==> src/design/nvio_pkg.sv <==
`default_nettype none

package nvio_pkg;

  // Request type codes carried in the input word.
  localparam logic [1:0] ReqRead       = 2'd0;
  localparam logic [1:0] ReqWrite      = 2'd1;
  localparam logic [1:0] ReqCompletion = 2'd2;

  // Result kind codes.
  localparam logic [1:0] KindIssued   = 2'd0;
  localparam logic [1:0] KindConsumed = 2'd1;
  localparam logic [1:0] KindNotValid = 2'd2;

  // Command opcodes.
  localparam logic [1:0] OpNone  = 2'd0;
  localparam logic [1:0] OpWrite = 2'd1;
  localparam logic [1:0] OpRead  = 2'd2;

  // Register indexes on the configuration port.
  localparam logic RegLbaSize  = 1'b0;
  localparam logic RegDbStride = 1'b1;

  localparam int unsigned DbBase        = 32'h1000;
  localparam int unsigned MaxResults    = 64;
  localparam int unsigned DefQueueDepth = 64;
  localparam int unsigned DefMaxChunk   = 32;
  localparam int unsigned JobQueueDepth = 2;
  localparam logic [4:0]  LbaSizeReset  = 5'd9;
  localparam logic [3:0]  DbStrideReset = 4'd0;

  typedef struct packed {
    logic [1:0]  req_type;
    logic [63:0] start_lba;
    logic [11:0] block_count;
    logic [63:0] buffer_addr;
    logic [15:0] cqe_status;
  } nvio_in_t;

  typedef struct packed {
    logic [1:0]  result_kind;
    logic [1:0]  opcode;
    logic [15:0] command_id;
    logic [63:0] data_addr;
    logic [63:0] chunk_lba;
    logic [4:0]  blocks_minus_one;
    logic [5:0]  sq_slot;
    logic [18:0] doorbell_offset;
    logic [5:0]  doorbell_value;
    logic [7:0]  status_code;
    logic        last;
  } nvio_out_t;

  // A classified item waiting for the sequencer.
  typedef struct packed {
    logic        is_cmpl;
    logic        is_write;
    logic [63:0] lba;
    logic [11:0] count;
    logic [63:0] addr;
    logic [15:0] status;
  } nvio_job_t;

  typedef struct packed {
    logic [4:0] lba_size_log2;
    logic [3:0] doorbell_stride_log2;
  } nvio_cfg_t;

  // Doorbell offset: base plus two strides for the submission tail, three for
  // the completion head. The largest value still fits in 19 bits.
  function automatic logic [18:0] db_offset(input logic [3:0] stride_log2,
                                            input logic is_cq);
    logic [18:0] stride;
    stride = 19'(4) << stride_log2;
    return 19'(DbBase) + (is_cq ? (stride + (stride << 1)) : (stride << 1));
  endfunction

endpackage

`default_nettype wire

==> src/design/nvio_front.sv <==
`default_nettype none

module nvio_front #(
  parameter int unsigned MAX_CHUNK = nvio_pkg::DefMaxChunk
) (
  input  wire                 in_valid_i,
  input  nvio_pkg::nvio_in_t  in_data_i,
  input  wire                 job_full_i,
  output logic                in_stall_o,
  output logic                job_valid_o,
  output nvio_pkg::nvio_job_t job_o
);

  // More blocks than fit in the largest number of commands per request are
  // dropped, so the count is clipped here once.
  localparam int unsigned LimitBlocks = nvio_pkg::MaxResults * MAX_CHUNK;

  logic keep;

  always_comb begin
    job_o.is_cmpl  = (in_data_i.req_type == nvio_pkg::ReqCompletion);
    job_o.is_write = (in_data_i.req_type == nvio_pkg::ReqWrite);
    job_o.lba      = in_data_i.start_lba;
    job_o.addr     = in_data_i.buffer_addr;
    job_o.status   = in_data_i.cqe_status;
    if (32'(in_data_i.block_count) > LimitBlocks) begin
      job_o.count = 12'(LimitBlocks);
    end else begin
      job_o.count = in_data_i.block_count;
    end

    case (in_data_i.req_type)
      nvio_pkg::ReqRead, nvio_pkg::ReqWrite: begin
        keep = (in_data_i.block_count != '0);
      end
      nvio_pkg::ReqCompletion: begin
        keep = 1'b1;
      end
      default: begin
        keep = 1'b0;
      end
    endcase
  end

  // Words that produce nothing are taken and dropped.
  assign in_stall_o  = job_full_i;
  assign job_valid_o = in_valid_i && keep;

endmodule

`default_nettype wire

==> src/design/nvio_fifo.sv <==
`default_nettype none

module nvio_fifo (
  input  wire                 clk_i,
  input  wire                 rst_ni,
  input  wire                 push_i,
  input  nvio_pkg::nvio_job_t push_data_i,
  input  wire                 pop_i,
  output logic                full_o,
  output logic                valid_o,
  output nvio_pkg::nvio_job_t pop_data_o
);

  localparam int unsigned Depth = nvio_pkg::JobQueueDepth;
  localparam int unsigned PtrW  = (Depth > 1) ? $clog2(Depth) : 1;
  localparam int unsigned CntW  = $clog2(Depth + 1);

  nvio_pkg::nvio_job_t mem_q [Depth];
  logic [PtrW-1:0] wr_ptr_q, rd_ptr_q;
  logic [CntW-1:0] count_q;
  logic            do_push, do_pop;

  assign full_o     = (32'(count_q) == Depth);
  assign valid_o    = (count_q != '0);
  assign pop_data_o = mem_q[rd_ptr_q];
  assign do_push    = push_i && !full_o;
  assign do_pop     = pop_i && valid_o;

  function automatic logic [PtrW-1:0] ptr_inc(input logic [PtrW-1:0] p);
    return (32'(p) == Depth - 1) ? '0 : p + PtrW'(1);
  endfunction

  always_ff @(posedge clk_i or negedge rst_ni) begin
    if (!rst_ni) begin
      wr_ptr_q <= '0;
      rd_ptr_q <= '0;
      count_q  <= '0;
    end else begin
      if (do_push) begin
        wr_ptr_q <= ptr_inc(wr_ptr_q);
      end
      if (do_pop) begin
        rd_ptr_q <= ptr_inc(rd_ptr_q);
      end
      if (do_push && !do_pop) begin
        count_q <= count_q + CntW'(1);
      end else if (do_pop && !do_push) begin
        count_q <= count_q - CntW'(1);
      end
    end
  end

  always_ff @(posedge clk_i) begin
    if (do_push) begin
      mem_q[wr_ptr_q] <= push_data_i;
    end
  end

endmodule

`default_nettype wire

==> src/design/nvio_back.sv <==
`default_nettype none

module nvio_back #(
  parameter int unsigned QUEUE_DEPTH = nvio_pkg::DefQueueDepth,
  parameter int unsigned MAX_CHUNK   = nvio_pkg::DefMaxChunk
) (
  input  wire                 clk_i,
  input  wire                 rst_ni,
  input  nvio_pkg::nvio_cfg_t cfg_i,
  input  wire                 job_valid_i,
  input  nvio_pkg::nvio_job_t job_i,
  output logic                job_pop_o,
  output logic                out_valid_o,
  input  wire                 out_stall_i,
  output nvio_pkg::nvio_out_t out_data_o
);

  localparam int unsigned IdxW = $clog2(QUEUE_DEPTH);

  logic                busy_q;
  nvio_pkg::nvio_job_t job_q;
  logic [IdxW-1:0]     tail_q, head_q;
  logic                phase_q;
  logic [15:0]         cid_q;
  logic                out_valid_q;
  nvio_pkg::nvio_out_t out_q;

  logic                out_free, emit, pop, phase_ok, last_chunk;
  logic [11:0]         chunk;
  logic [IdxW-1:0]     tail_d, head_d;
  logic [31:0]         tail_ext, tail_d_ext, head_d_ext;
  nvio_pkg::nvio_out_t res;

  assign out_free    = !out_valid_q || !out_stall_i;
  assign emit        = busy_q && out_free;
  assign pop         = !busy_q && job_valid_i;
  assign job_pop_o   = pop;
  assign out_valid_o = out_valid_q;
  assign out_data_o  = out_q;

  always_comb begin
    last_chunk = (32'(job_q.count) <= MAX_CHUNK);
    chunk      = last_chunk ? job_q.count : 12'(MAX_CHUNK);
    phase_ok   = (job_q.status[0] == phase_q);
    tail_d     = (32'(tail_q) == QUEUE_DEPTH - 1) ? '0 : tail_q + IdxW'(1);
    head_d     = (32'(head_q) == QUEUE_DEPTH - 1) ? '0 : head_q + IdxW'(1);
    tail_ext   = 32'(tail_q);
    tail_d_ext = 32'(tail_d);
    head_d_ext = 32'(head_d);

    res = '0;
    res.last = 1'b1;
    if (job_q.is_cmpl) begin
      if (phase_ok) begin
        res.result_kind     = nvio_pkg::KindConsumed;
        res.doorbell_offset = nvio_pkg::db_offset(cfg_i.doorbell_stride_log2, 1'b1);
        res.doorbell_value  = head_d_ext[5:0];
        res.status_code     = job_q.status[8:1];
      end else begin
        res.result_kind = nvio_pkg::KindNotValid;
      end
    end else begin
      res.result_kind      = nvio_pkg::KindIssued;
      res.opcode           = job_q.is_write ? nvio_pkg::OpWrite : nvio_pkg::OpRead;
      res.command_id       = cid_q;
      res.data_addr        = job_q.addr;
      res.chunk_lba        = job_q.lba;
      res.blocks_minus_one = 5'(chunk - 12'd1);
      res.sq_slot          = tail_ext[5:0];
      res.doorbell_offset  = nvio_pkg::db_offset(cfg_i.doorbell_stride_log2, 1'b0);
      res.doorbell_value   = tail_d_ext[5:0];
      res.last             = last_chunk;
    end
  end

  always_ff @(posedge clk_i or negedge rst_ni) begin
    if (!rst_ni) begin
      busy_q      <= 1'b0;
      out_valid_q <= 1'b0;
      tail_q      <= '0;
      head_q      <= '0;
      phase_q     <= 1'b1;
      cid_q       <= 16'd1;
    end else begin
      if (out_free) begin
        out_valid_q <= emit;
      end
      if (pop) begin
        busy_q <= 1'b1;
      end else if (emit && res.last) begin
        busy_q <= 1'b0;
      end
      if (emit) begin
        if (job_q.is_cmpl) begin
          if (phase_ok) begin
            head_q <= head_d;
            if (head_d == '0) begin
              phase_q <= !phase_q;
            end
          end
        end else begin
          tail_q <= tail_d;
          cid_q  <= cid_q + 16'd1;
        end
      end
    end
  end

  // Working copy of the current request, advanced one chunk per command.
  always_ff @(posedge clk_i) begin
    if (pop) begin
      job_q <= job_i;
    end else if (emit && !job_q.is_cmpl) begin
      job_q.lba   <= job_q.lba + 64'(chunk);
      job_q.addr  <= job_q.addr + (64'(chunk) << cfg_i.lba_size_log2);
      job_q.count <= job_q.count - chunk;
    end
    if (emit) begin
      out_q <= res;
    end
  end

endmodule

`default_nettype wire

==> src/design/nvme_io_queue_issuer_top.sv <==
`default_nettype none

// Path: a word accepted with the block idle is written into the job queue, loaded
// into the chunk sequencer's working register, and its first result is then placed
// in the output register. A read or write request gives one command per cycle while
// the output is not stalled; a new request is loaded only after the last result.
// Reset: rst_ni clears tail, head and queues, sets expected phase and next
// command id to one, lba_size_log2 to 9 and doorbell_stride_log2 to 0.

module nvme_io_queue_issuer_top #(
  parameter int unsigned QUEUE_DEPTH = nvio_pkg::DefQueueDepth,
  parameter int unsigned MAX_CHUNK   = nvio_pkg::DefMaxChunk
) (
  input  wire                 clk_i,
  input  wire                 rst_ni,
  // Request and completion words.
  input  wire                 in_valid_i,
  output logic                in_stall_o,
  input  nvio_pkg::nvio_in_t  in_data_i,
  // Result words.
  output logic                out_valid_o,
  input  wire                 out_stall_i,
  output nvio_pkg::nvio_out_t out_data_o,
  // Configuration port.
  input  wire                 psel,
  input  wire                 penable,
  input  wire                 pwrite,
  input  wire  [2:0]          paddr,
  input  wire  [31:0]         pwdata,
  output logic [31:0]         prdata,
  output logic                pready
);

  // The configuration registers. Each sits at a 32-bit word address; only the
  // word index bit of the address selects between them.
  nvio_pkg::nvio_cfg_t cfg_q;
  logic                cfg_wr;

  assign pready = 1'b1;
  assign cfg_wr = psel && penable && pwrite;

  always_ff @(posedge clk_i or negedge rst_ni) begin
    if (!rst_ni) begin
      cfg_q.lba_size_log2        <= nvio_pkg::LbaSizeReset;
      cfg_q.doorbell_stride_log2 <= nvio_pkg::DbStrideReset;
    end else if (cfg_wr) begin
      case (paddr[2])
        nvio_pkg::RegLbaSize: begin
          cfg_q.lba_size_log2 <= pwdata[4:0];
        end
        nvio_pkg::RegDbStride: begin
          cfg_q.doorbell_stride_log2 <= pwdata[3:0];
        end
        default: begin
        end
      endcase
    end
  end

  always_comb begin
    case (paddr[2])
      nvio_pkg::RegLbaSize:  prdata = 32'(cfg_q.lba_size_log2);
      nvio_pkg::RegDbStride: prdata = 32'(cfg_q.doorbell_stride_log2);
      default:               prdata = '0;
    endcase
  end

  // The front classifies each word and drops those that produce nothing; the
  // short job queue lets it keep taking words while the sequencer splits a
  // request into commands.
  logic                job_valid, job_full, q_valid, q_pop;
  nvio_pkg::nvio_job_t job, q_job;

  nvio_front #(
    .MAX_CHUNK (MAX_CHUNK)
  ) u_front (
    .in_valid_i  (in_valid_i),
    .in_data_i   (in_data_i),
    .job_full_i  (job_full),
    .in_stall_o  (in_stall_o),
    .job_valid_o (job_valid),
    .job_o       (job)
  );

  nvio_fifo u_fifo (
    .clk_i       (clk_i),
    .rst_ni      (rst_ni),
    .push_i      (job_valid),
    .push_data_i (job),
    .pop_i       (q_pop),
    .full_o      (job_full),
    .valid_o     (q_valid),
    .pop_data_o  (q_job)
  );

  // The back end owns the queue pointers, phase and command id, and places one
  // result per cycle in its output register while it holds a loaded request and downstream keeps up.
  nvio_back #(
    .QUEUE_DEPTH (QUEUE_DEPTH),
    .MAX_CHUNK   (MAX_CHUNK)
  ) u_back (
    .clk_i       (clk_i),
    .rst_ni      (rst_ni),
    .cfg_i       (cfg_q),
    .job_valid_i (q_valid),
    .job_i       (q_job),
    .job_pop_o   (q_pop),
    .out_valid_o (out_valid_o),
    .out_stall_i (out_stall_i),
    .out_data_o  (out_data_o)
  );

endmodule

`default_nettype wire
==> config.mk <==
export PLATFORM = sky130hd
export DESIGN_NAME = nvme_io_queue_issuer_top
export DESIGN_NICKNAME = d
export VERILOG_FILES = /design/src/design/nvio_pkg.sv /design/src/design/nvio_front.sv /design/src/design/nvio_fifo.sv /design/src/design/nvio_back.sv /design/src/design/nvme_io_queue_issuer_top.sv
export SDC_FILE = /design/constraint.sdc
export NUM_CORES = 1
export LEC_CHECK = 0
export BUFFER_PORTS_ARGS = -buffer_cell sky130_fd_sc_hd__clkbuf_2
export CAP_MARGIN = 10
export CORE_ASPECT_RATIO = 0.5
export CORE_MARGIN = 1.5
export CORE_UTILIZATION = 45
export CTS_CLUSTER_SIZE = 14
export DETAILED_ROUTE_END_ITERATION = 16
export PLACE_DENSITY_LB_ADDON = 0.08
export SKIP_LAST_GASP = 1
export SYNTH_ARGS = -nofsm -noshare
export SYNTH_HDL_FRONTEND = slang
export SYNTH_HIERARCHICAL = 1
export SYNTH_SLANG_ARGS = --single-unit
export TNS_END_PERCENT = 5
==> constraint.sdc <==
create_clock -name clk_i -period 11.1 [get_ports clk_i]
set_input_delay 1.665 -clock clk_i [delete_from_list [all_inputs] [get_ports clk_i]]
set_output_delay 1.665 -clock clk_i [all_outputs]
set_load 0.02 [all_outputs]
==> reports/metrics.csv, run 1 <==
metric;value;unit
status;completed;
Hold Path Origin;u_back/cid_q[15]$_DFFE_PN0P_;
Post-Route WL;75800;µm
Fin Hold WS;464;ps
CTS tree;built;
crit path kind;reg2reg;
CTS sink count;688;
fin crit period;6870;ps
clk_lat worst skew;630;ps
fraction of layout cells with a size suffix above 1;23.3;%
remaining global-route overflow;0;
Reg2Reg Depth;17;
CTS Hold Bufs;0;
final instance area;37700;µm²
DRC;0;
DRT iter0 DRCs;1278;
CP Launch Type;register;
final hold vios;0;
RD Place Congestion;0.863;
TritonCTS Buffers;67;
Achievable Freq;0.146;GHz
CP max FO;11;
period utilization;61.9;%
Setup TNS;0;ps
Final ANT Viol Nets;0;
CP Data Arrival Time;7210;ps
Initial Util;45.9;%
antenna violations before repair;7;
largest net degree at the start of global routing;141;
GRT Overall Usage;19.6;%
cell count after synthesis;2650;
Slew headroom;24.9;%
Chip Width;391;µm
# fillers;6620;
vias in the first global route;19900;
detailed placement HPWL;50000;µm
final core area utilization;51.0;%
first-pass GRT wire length;115000;µm
# resized after CTS;0;
Worst Hold Depth;1;
Die Y-Extent;197;µm
FF/Latch Area;20400;µm²
endpoint type of the worst setup path;register;
final net count;3146;
end of the worst hold path;u_back/cid_q[15]$_DFFE_PN0P_;
R2R Setup Slk;4230;ps
clk slew on worst S/H paths;60;ps
worst path required time;11440;ps
Area growth syn-to-layout;11.1;%
Max Cap Viol;0;
Vias per Instance;5.17;
Setup Fix Bufs, Post-CTS;0;
I/O Pins;428;
Vias;20200;
P per Cell Area;288;nW/µm²
RSZ-0062 raised after global routing;no;
syn_area_per_cell;12.8;µm²
Syn. warnings;6;
placed inst area;35500;µm²
die area;77100;µm²
clock root buffer;clkbuf_16;
Setup Skew;17.4;ps
footprint of the multi-input gates;11600;µm²
post-synthesis cell area;33900;µm²
Worst VDD drop;0.277;mV
worst hold path class;reg2reg;
clk buf depth;3;
reg2reg end;u_back/job_q[71]$_DFFE_PP_;
Worst-Margin Slew;1130;ps
Max Slew Vio Count;0;
routed wire length per instance;19.4;µm
P_leak;14.6;nW
PortBufs;361;
htree depth;3;
First-pass DRT Iterations;5;
FF-to-FF Start;u_back/job_q[88]$_DFFE_PP_;
Core Region;73800;µm²
final setup violation count;0;
Core Rows;70;
state kept, by name (all words and copies together), names as in the netlist:
register and flops:
u_back/cid_q 16, u_back/out_data_o 191, u_fifo/rd_ptr_q 1, u_back/tail_q 6
u_back/job_q 151, u_back/head_q 6, u_back/phase_q 1, u_fifo/mem_q 302
u_fifo/count_q 2, cfg_q 9, u_fifo/wr_ptr_q 1, u_back/busy_q 1
u_back/out_valid_o 1
where the power goes:
group	internal [mW]	switching, mW	total, mW
sequential	4.16	0.558	4.71
combinational	1.41	2.43	3.84
clock	1.31	0.982	2.29
worst max-delay path by stage:
stage	from	end	slack, ps	cells after the start
floorplan	in_data_i[87]	u_fifo/mem_q[0][0]$_DFFE_PP_	2170	5
global placement	u_back/job_q[89]$_DFFE_PP_	u_back/job_q[71]$_DFFE_PP_	4370	17
detailed placement	u_back/job_q[89]$_DFFE_PP_	u_back/job_q[71]$_DFFE_PP_	4310	17
CTS	u_back/job_q[88]$_DFFE_PP_	u_back/job_q[71]$_DFFE_PP_	4290	17
global route	u_back/job_q[88]$_DFFE_PP_	u_back/job_q[71]$_DFFE_PP_	3920	17
finish	u_back/job_q[88]$_DFFE_PP_	u_back/job_q[71]$_DFFE_PP_	4230	17
final cells by class:
cell class | count | area share, %
clock buffers | 80 | 4.92
diodes | 4 | 0.0266
flip-flops and latches | 688 | 54.3
clock inverters | 38 | 0.817
multi-input cells | 1668 | 30.9
inverters | 49 | 0.522
repair buffers | 378 | 5.17
well taps | 1008 | 3.35
cell usage in the layout (no fill, tap or decap), types with 16 or more instances in the layout:
cell and count:
edfxtp_1 644, clkbuf_2 361, nand2_1 220, nor2b_1 161
nor2_1 160, o21ai_0 126, a21oi_1 116, mux2_4 106
ha_1 91, xnor2_1 84, xor2_1 80, clkbuf_16 73
mux2_2 62, inv_1 46, nand3_1 46, conb_1 44
nand4_1 40, dfrtp_1 39, nor3_1 39, and3_1 36
a21o_1 30, clkinv_1 18, o22ai_1 17, buf_4 16
and2_1 16, a31oi_1 16
layer usage:
metal | part of all wire [%] | global-route usage, % | vias to the layer above | routed length [µm]
met5 | 0.059 | 0 | - | 45
met4 | 2.1 | 5.51 | 6 | 1620
met3 | 4.4 | 4.19 | 109 | 3360
met2 | 49 | 33.1 | 391 | 37300
met1 | 44 | 25.6 | 9893 | 33400
li1 | - | - | 9827 | -
metrics by stage:
step,cells,setup WS (ps),power (mW)
after floorplan,2690,2170,7.58
after global placement,3791,4370,8.60
after detailed placement,3791,4310,8.65
after CTS,3909,4290,11.0
after global routing,3912,3920,11.5
final,3913,4230,10.8
critical path, stage by stage, from the launching register on:
cell and delay, ps:
edfxtp_1 450, or4_4 560, or4_1 650, mux2i_1 220, mux2_2 300, o21ai_0 780
nor2_1 160, ha_1 410, and4_1 260, nand4_1 140, a31oi_1 370, nor3_1 190
o311ai_4 410, o31ai_1 250, o21ai_1 920, nand3_1 190, xor2_1 220, o21ai_0 90
Power figures use the tool's default switching activity.
==> inputs of run 2 (changes only) <==
==> constraint.sdc (replaced) <==
create_clock -name clk_i -period 6.5 [get_ports clk_i]
set_input_delay 0.975 -clock clk_i [delete_from_list [all_inputs] [get_ports clk_i]]
set_output_delay 0.975 -clock clk_i [all_outputs]
set_load 0.02 [all_outputs]
==> run 2 against run 1 <==
  * Sequential power grew 71%
  * Critical endpoint is now u_back/job_q[62]$_DFFE_PP_
  * Largest power group unchanged
  * Clock skew is 10 ps higher
  * Combinational power grew 72%
  * Largest cell class unchanged
==> reports/metrics.csv, run 2 (same netlist as run 1, synthesis figures left out) <==
metric;value;unit
status;completed;
placed inst area;35600;µm²
DRC;0;
largest net degree at the start of global routing;111;
max incr delay on CP;890;ps
final setup violation count;0;
clock root buffer;clkbuf_16;
vias in the first global route;19600;
worst-path cell chain;or4_4, or3_1, nor3b_2, inv_1, nor2_1, a21oi_1, or2_2, mux2_2, nor2_1, ha_1, a21oi_1, o211ai_1, a21oi_1, o21a_1, o21ai_0, o211ai_1, a21boi_1, o21ai_0, xor2_1, o21ai_0;
P_leak;14.6;nW
Setup Skew;27.7;ps
Worst-Margin Slew;1130;ps
Achievable Freq;0.168;GHz
GRT Overall Usage;19.7;%
fin crit period;5960;ps
met2 Usage GRT;33.1;%
CTS tree;built;
First-pass DRT Iterations;5;
Chip Width;391;µm
P per Cell Area;489;nW/µm²
Area growth syn-to-layout;11.0;%
I/O Pins;428;
routed wire length per instance;19.5;µm
Max Slew Vio Count;0;
Vias;20300;
period utilization;91.6;%
htree depth;3;
CP max FO;10;
clk buf depth;3;
gr busiest metal;met2;
R2R Setup Slk;540;ps
CTS sink count;688;
met3 usage;3.88;%
die area;77100;µm²
worst hold path class;in2async;
crit path from;u_back/job_q[88]$_DFFE_PP_;
most frequent cells in the layout;edfxtp_1, clkbuf_2, nand2_1;
remaining global-route overflow;0;
final net count;3151;
reg2reg end;u_back/job_q[62]$_DFFE_PP_;
antenna violations before repair;9;
worst path required time;6850;ps
Setup Fix Bufs, Post-CTS;0;
footprint of the multi-input gates;11600;µm²
CP Launch Type;register;
crit path kind;reg2reg;
DRT iter0 DRCs;1308;
Core Region;73800;µm²
FF/Latch Area;20400;µm²
Setup WS post-layout;544;ps
Top reg by flops;u_fifo/mem_q;
final hold vios;0;
RSZ-0062 raised after global routing;no;
Final ANT Viol Nets;0;
CTS Hold Bufs;0;
CP Data Arrival Time;6310;ps
TritonCTS Buffers;66;
Core Rows;70;
Largest register FFs;302;
final instance area;37600;µm²
endpoint type of the worst setup path;register;
met1 Track Usage GR;26.1;%
first-pass GRT wire length;115000;µm
Initial Util;45.9;%
Worst VDD drop;0.326;mV
fraction of layout cells with a size suffix above 1;23.4;%
detailed placement HPWL;50800;µm
Post-Route WL;76500;µm
Setup TNS;0;ps
PortBufs;361;
crit path to;u_back/job_q[62]$_DFFE_PP_;
Slowest-stage cell, CP;a21boi_1;
commonest non-fill, non-tap cell in the layout;edfxtp_1;
# resized after CTS;0;
FF-to-FF Start;u_back/job_q[88]$_DFFE_PP_;
RD Place Congestion;0.868;
pre-CTS WS;668;ps
Max Cap Viol;0;
clk_lat worst skew;630;ps
# fillers;6469;
Die Y-Extent;197;µm
Vias per Instance;5.19;
Reg2Reg Depth;20;
Slew headroom;24.8;%
clk slew on worst S/H paths;70;ps
## run 2: cell type report
type / count / share of cell area [%]
Clock inverter: 34 / 0.718
Sequential cell: 688 / 54.3
Tap cell: 1008 / 3.35
Timing Repair Buffer: 384 / 5.39
Inverter: 49 / 0.522
Antenna cell: 5 / 0.0332
Clock buffer: 84 / 4.74
Multi-Input combinational cell: 1668 / 30.9
## run 2: worst min path at each step
stage                              endpoint  slack [ps]
2_1_floorplan  u_back/cid_q[15]$_DFFE_PN0P_         430
3_3_place_gp   u_back/cid_q[15]$_DFFE_PN0P_         450
3_5_place_dp   u_back/cid_q[15]$_DFFE_PN0P_         450
4_1_cts                cfg_q[2]$_DFFE_PN0P_         420
5_1_grt                cfg_q[2]$_DFFE_PN0P_         480
6_report               cfg_q[2]$_DFFE_PN0P_         460
## run 2: worst max-delay path: cells and delay by family, from the launching register on
family / cells / cell delay, ps
compound gates: 10 / 2540
mux: 1 / 290
xor+xnor: 1 / 180
fa+ha+maj: 1 / 230
flops: 1 / 450
buf+inv: 1 / 160
simple gates: 6 / 1820
## run 2: layer usage
layer  share of wire (%)  vias up
li1                    -     9848
met1                  44    10000
met2                  49      389
met3                 4.6       95
met4                 1.7        8
met5               0.064        -
## run 2: stage by stage
| step | hold slack [ps] | cells | utilization (%) | power, mW |
|---|---|---|---|---|
| 2_1_floorplan | 434 | 2690 | - | 12.9 |
| 3_3_place_gp | 451 | 3797 | 48.2 | 14.7 |
| 3_5_place_dp | 450 | 3797 | 48.2 | 14.8 |
| 4_1_cts | 424 | 3915 | 51.0 | 18.7 |
| 5_1_grt | 479 | 3918 | 51.0 | 19.6 |
| 6_report | 458 | 3920 | 51.0 | 18.4 |
## run 2: where the power goes
group / leakage [nW] / internal [mW] / switching, mW
logic: 6.86 / 2.42 / 4.17
clock network: 1.01 / 2.11 / 1.67
registers: 6.69 / 7.09 / 0.960
total: 14.6 / 11.6 / 6.80
==> inputs of run 3 (changes only) <==
==> constraint.sdc (replaced) <==
create_clock -name clk_i -period 6.3 [get_ports clk_i]
set_input_delay 0.945 -clock clk_i [delete_from_list [all_inputs] [get_ports clk_i]]
set_output_delay 0.945 -clock clk_i [all_outputs]
set_load 0.02 [all_outputs]
==> run 3 against run 2 <==
  * Fmax increased by 0.56%
  * Clock power increased by 6.6%
  * Sequential share of layout area decreased by 0.15 points
  * Cell area increased by 0.28%
  * Sequential power increased by 2.7%
  * Clock-buffer cell count increased by 4
  * Power increased by 3.9%
  * First-iteration DRC count decreased by 11%
  * Non-clock buffer count increased by 4
  * Critical path depth unchanged
  * Register-to-register slack got worse by 170 ps
  * Routed wire length increased by 0.11%
  * Critical path type unchanged
  * Critical endpoint is now u_back/job_q[60]$_DFFE_PP_
  * Largest power group unchanged
==> reports/metrics.csv, run 3 (same netlist as run 1, synthesis figures left out) <==
metric;value;unit
status;completed;
CP delay by family, top;compound AO/OA/AOI/OAI gates;
buffers and inverters on the worst path;1;
Core Rows;70;
routed wire length per instance;19.5;µm
final hold vios;0;
Top reg by flops;u_fifo/mem_q;
clock root buffer;clkbuf_16;
CTS sink count;688;
CTS tree;built;
Slew headroom;26.4;%
fin crit period;5920;ps
clk_lat worst skew;620;ps
final std cells w/o fill;3920;
detailed placement HPWL;51100;µm
Core Region;73800;µm²
worst path required time;6630;ps
Max Slew Vio Count;0;
Post-Route WL;76600;µm
Area growth syn-to-layout;11.3;%
max incr delay on CP;880;ps
most frequent cells in the layout;edfxtp_1, clkbuf_2, nand2_1;
die area;77100;µm²
clock share of power;21.0;%
Inst Count DP;3801;
Setup WS post-layout;377;ps
CTS Hold Bufs;0;
RSZ-0062 raised after global routing;yes;
P per Cell Area;507;nW/µm²
fraction of layout cells with a size suffix above 1;23.5;%
clk buf depth;3;
RD Place Congestion;0.891;
Worst VDD drop;0.283;mV
CP Launch Type;register;
Psw;7.01;mW
combinational share of power;35.8;%
I/O Pins;428;
Final ANT Viol Nets;0;
Seq pwr share;43.2;%
first-pass GRT wire length;116000;µm
Chip Width;391;µm
First-pass DRT Iterations;5;
Die Y-Extent;197;µm
Initial Util;45.9;%
Largest register FFs;302;
CP Data Arrival Time;6250;ps
Total Power;19.1;mW
Vias;20300;
htree depth;3;
Setup Skew;24.7;ps
Slowest-stage cell, CP;a21boi_1;
period utilization;94.0;%
Achievable Freq;0.169;GHz
GRT Overall Usage;19.7;%
final setup violation count;0;
Max Cap Viol;0;
CP max FO;10;
final net count;3155;
PortBufs;361;
cell internal pwr;12.1;mW
crit path kind;reg2reg;
DRT iter0 DRCs;1163;
switching part of the total power;36.6;%
commonest non-fill, non-tap cell in the layout;edfxtp_1;
DRC;0;
Vias per Instance;5.17;
vias in the first global route;19800;
antenna violations before repair;10;
clk slew on worst S/H paths;70;ps
largest net degree at the start of global routing;129;
Worst-Margin Slew;1100;ps
TritonCTS Buffers;66;
remaining global-route overflow;0;
pre-CTS WS;474;ps
endpoint type of the worst setup path;register;
P_leak;14.6;nW
worst hold path class;in2async;
worst-path cell chain;or4_4, or3_1, nor3b_2, inv_1, nor2_1, a21oi_1, or2_2, mux2_2, nor2_1, ha_1, a21oi_1, o211ai_1, a21oi_1, o21a_1, o21ai_0, o211ai_1, a21boi_1, o21ai_0, xor2_1, o21ai_0;
run 3: worst register-to-register path: cells and delay by family, from the launching register on:
family / cells / cell delay, ps
and+or+nand+nor: 6 / 1850
adders and majority gates: 1 / 240
buffers and inverters: 1 / 160
AOI/OAI and AO/OA: 10 / 2480
DFF: 1 / 430
muxes: 1 / 300
xor gates and xnor gates: 1 / 170
run 3: worst paths after layout:
path	startpoint	end	slack (ps)	depth (start not counted)
worst max-delay path	u_back/job_q[89]$_DFFE_PP_	u_back/job_q[60]$_DFFE_PP_	380	20
worst min-delay path	rst_ni	cfg_q[2]$_DFFE_PN0P_	430	2
worst max register to register	u_back/job_q[89]$_DFFE_PP_	u_back/job_q[60]$_DFFE_PP_	380	20
worst min register to register	u_back/cid_q[15]$_DFFE_PN0P_	u_back/cid_q[15]$_DFFE_PN0P_	460	1
max in group asynchronous	rst_ni	u_fifo/rd_ptr_q$_DFFE_PN0P_	5370	2
min in group clk_i	u_back/cid_q[15]$_DFFE_PN0P_	u_back/cid_q[15]$_DFFE_PN0P_	460	1
run 3: cell type report:
| type | count | area, µm² |
|---|---|---|
| fill | 6520 | 36100 |
| sequential | 688 | 20400 |
| multi-input combinational | 1668 | 11600 |
| timing repair buffer | 388 | 2050 |
| clock buffer | 88 | 1840 |
| tap | 1008 | 1260 |
| clock inverter | 28 | 299 |
| inverter | 49 | 196 |
| antenna | 3 | 7.51 |
run 3: routing by layer:
metal / up-vias / routed length [µm] / GRT usage, %
li1: 9834 / - / -
met1: 9897 / 33700 / 26.3
met2: 394 / 37500 / 32.7
met3: 122 / 3360 / 3.38
met4: 8 / 2010 / 6.95
met5: - / 55 / 0
run 3: stage by stage:
step | setup TNS [ps] | area, µm² | util (%) | hold WS, ps
6_report | 0 | 37700 | 51.1 | 427
3_5_place_dp | 0 | 35600 | 48.2 | 450
3_3_place_gp | 0 | 35600 | 48.2 | 452
2_1_floorplan | 0 | 34100 | - | 434
5_1_grt | -58.4 | 37700 | 51.1 | 460
4_1_cts | 0 | 37700 | 51.1 | 401
run 3: repair_timing:
action                                  in CTS  in global routing
endpoints found under the setup margin       0                  4
gates resized for setup                      0                  1
setup buffers                                0                  0
hold endpoints to repair                     0                  0
run 3: power groups by stage:
stage	clock [mW]	sequential [mW]	combinational [mW]
after global routing	4.31	8.45	7.58
final	4.02	8.27	6.85
after global placement	0	8.34	6.86
after detailed placement	0	8.38	6.92
after CTS	4.15	8.29	6.96
after floorplan	0	8.86	4.48
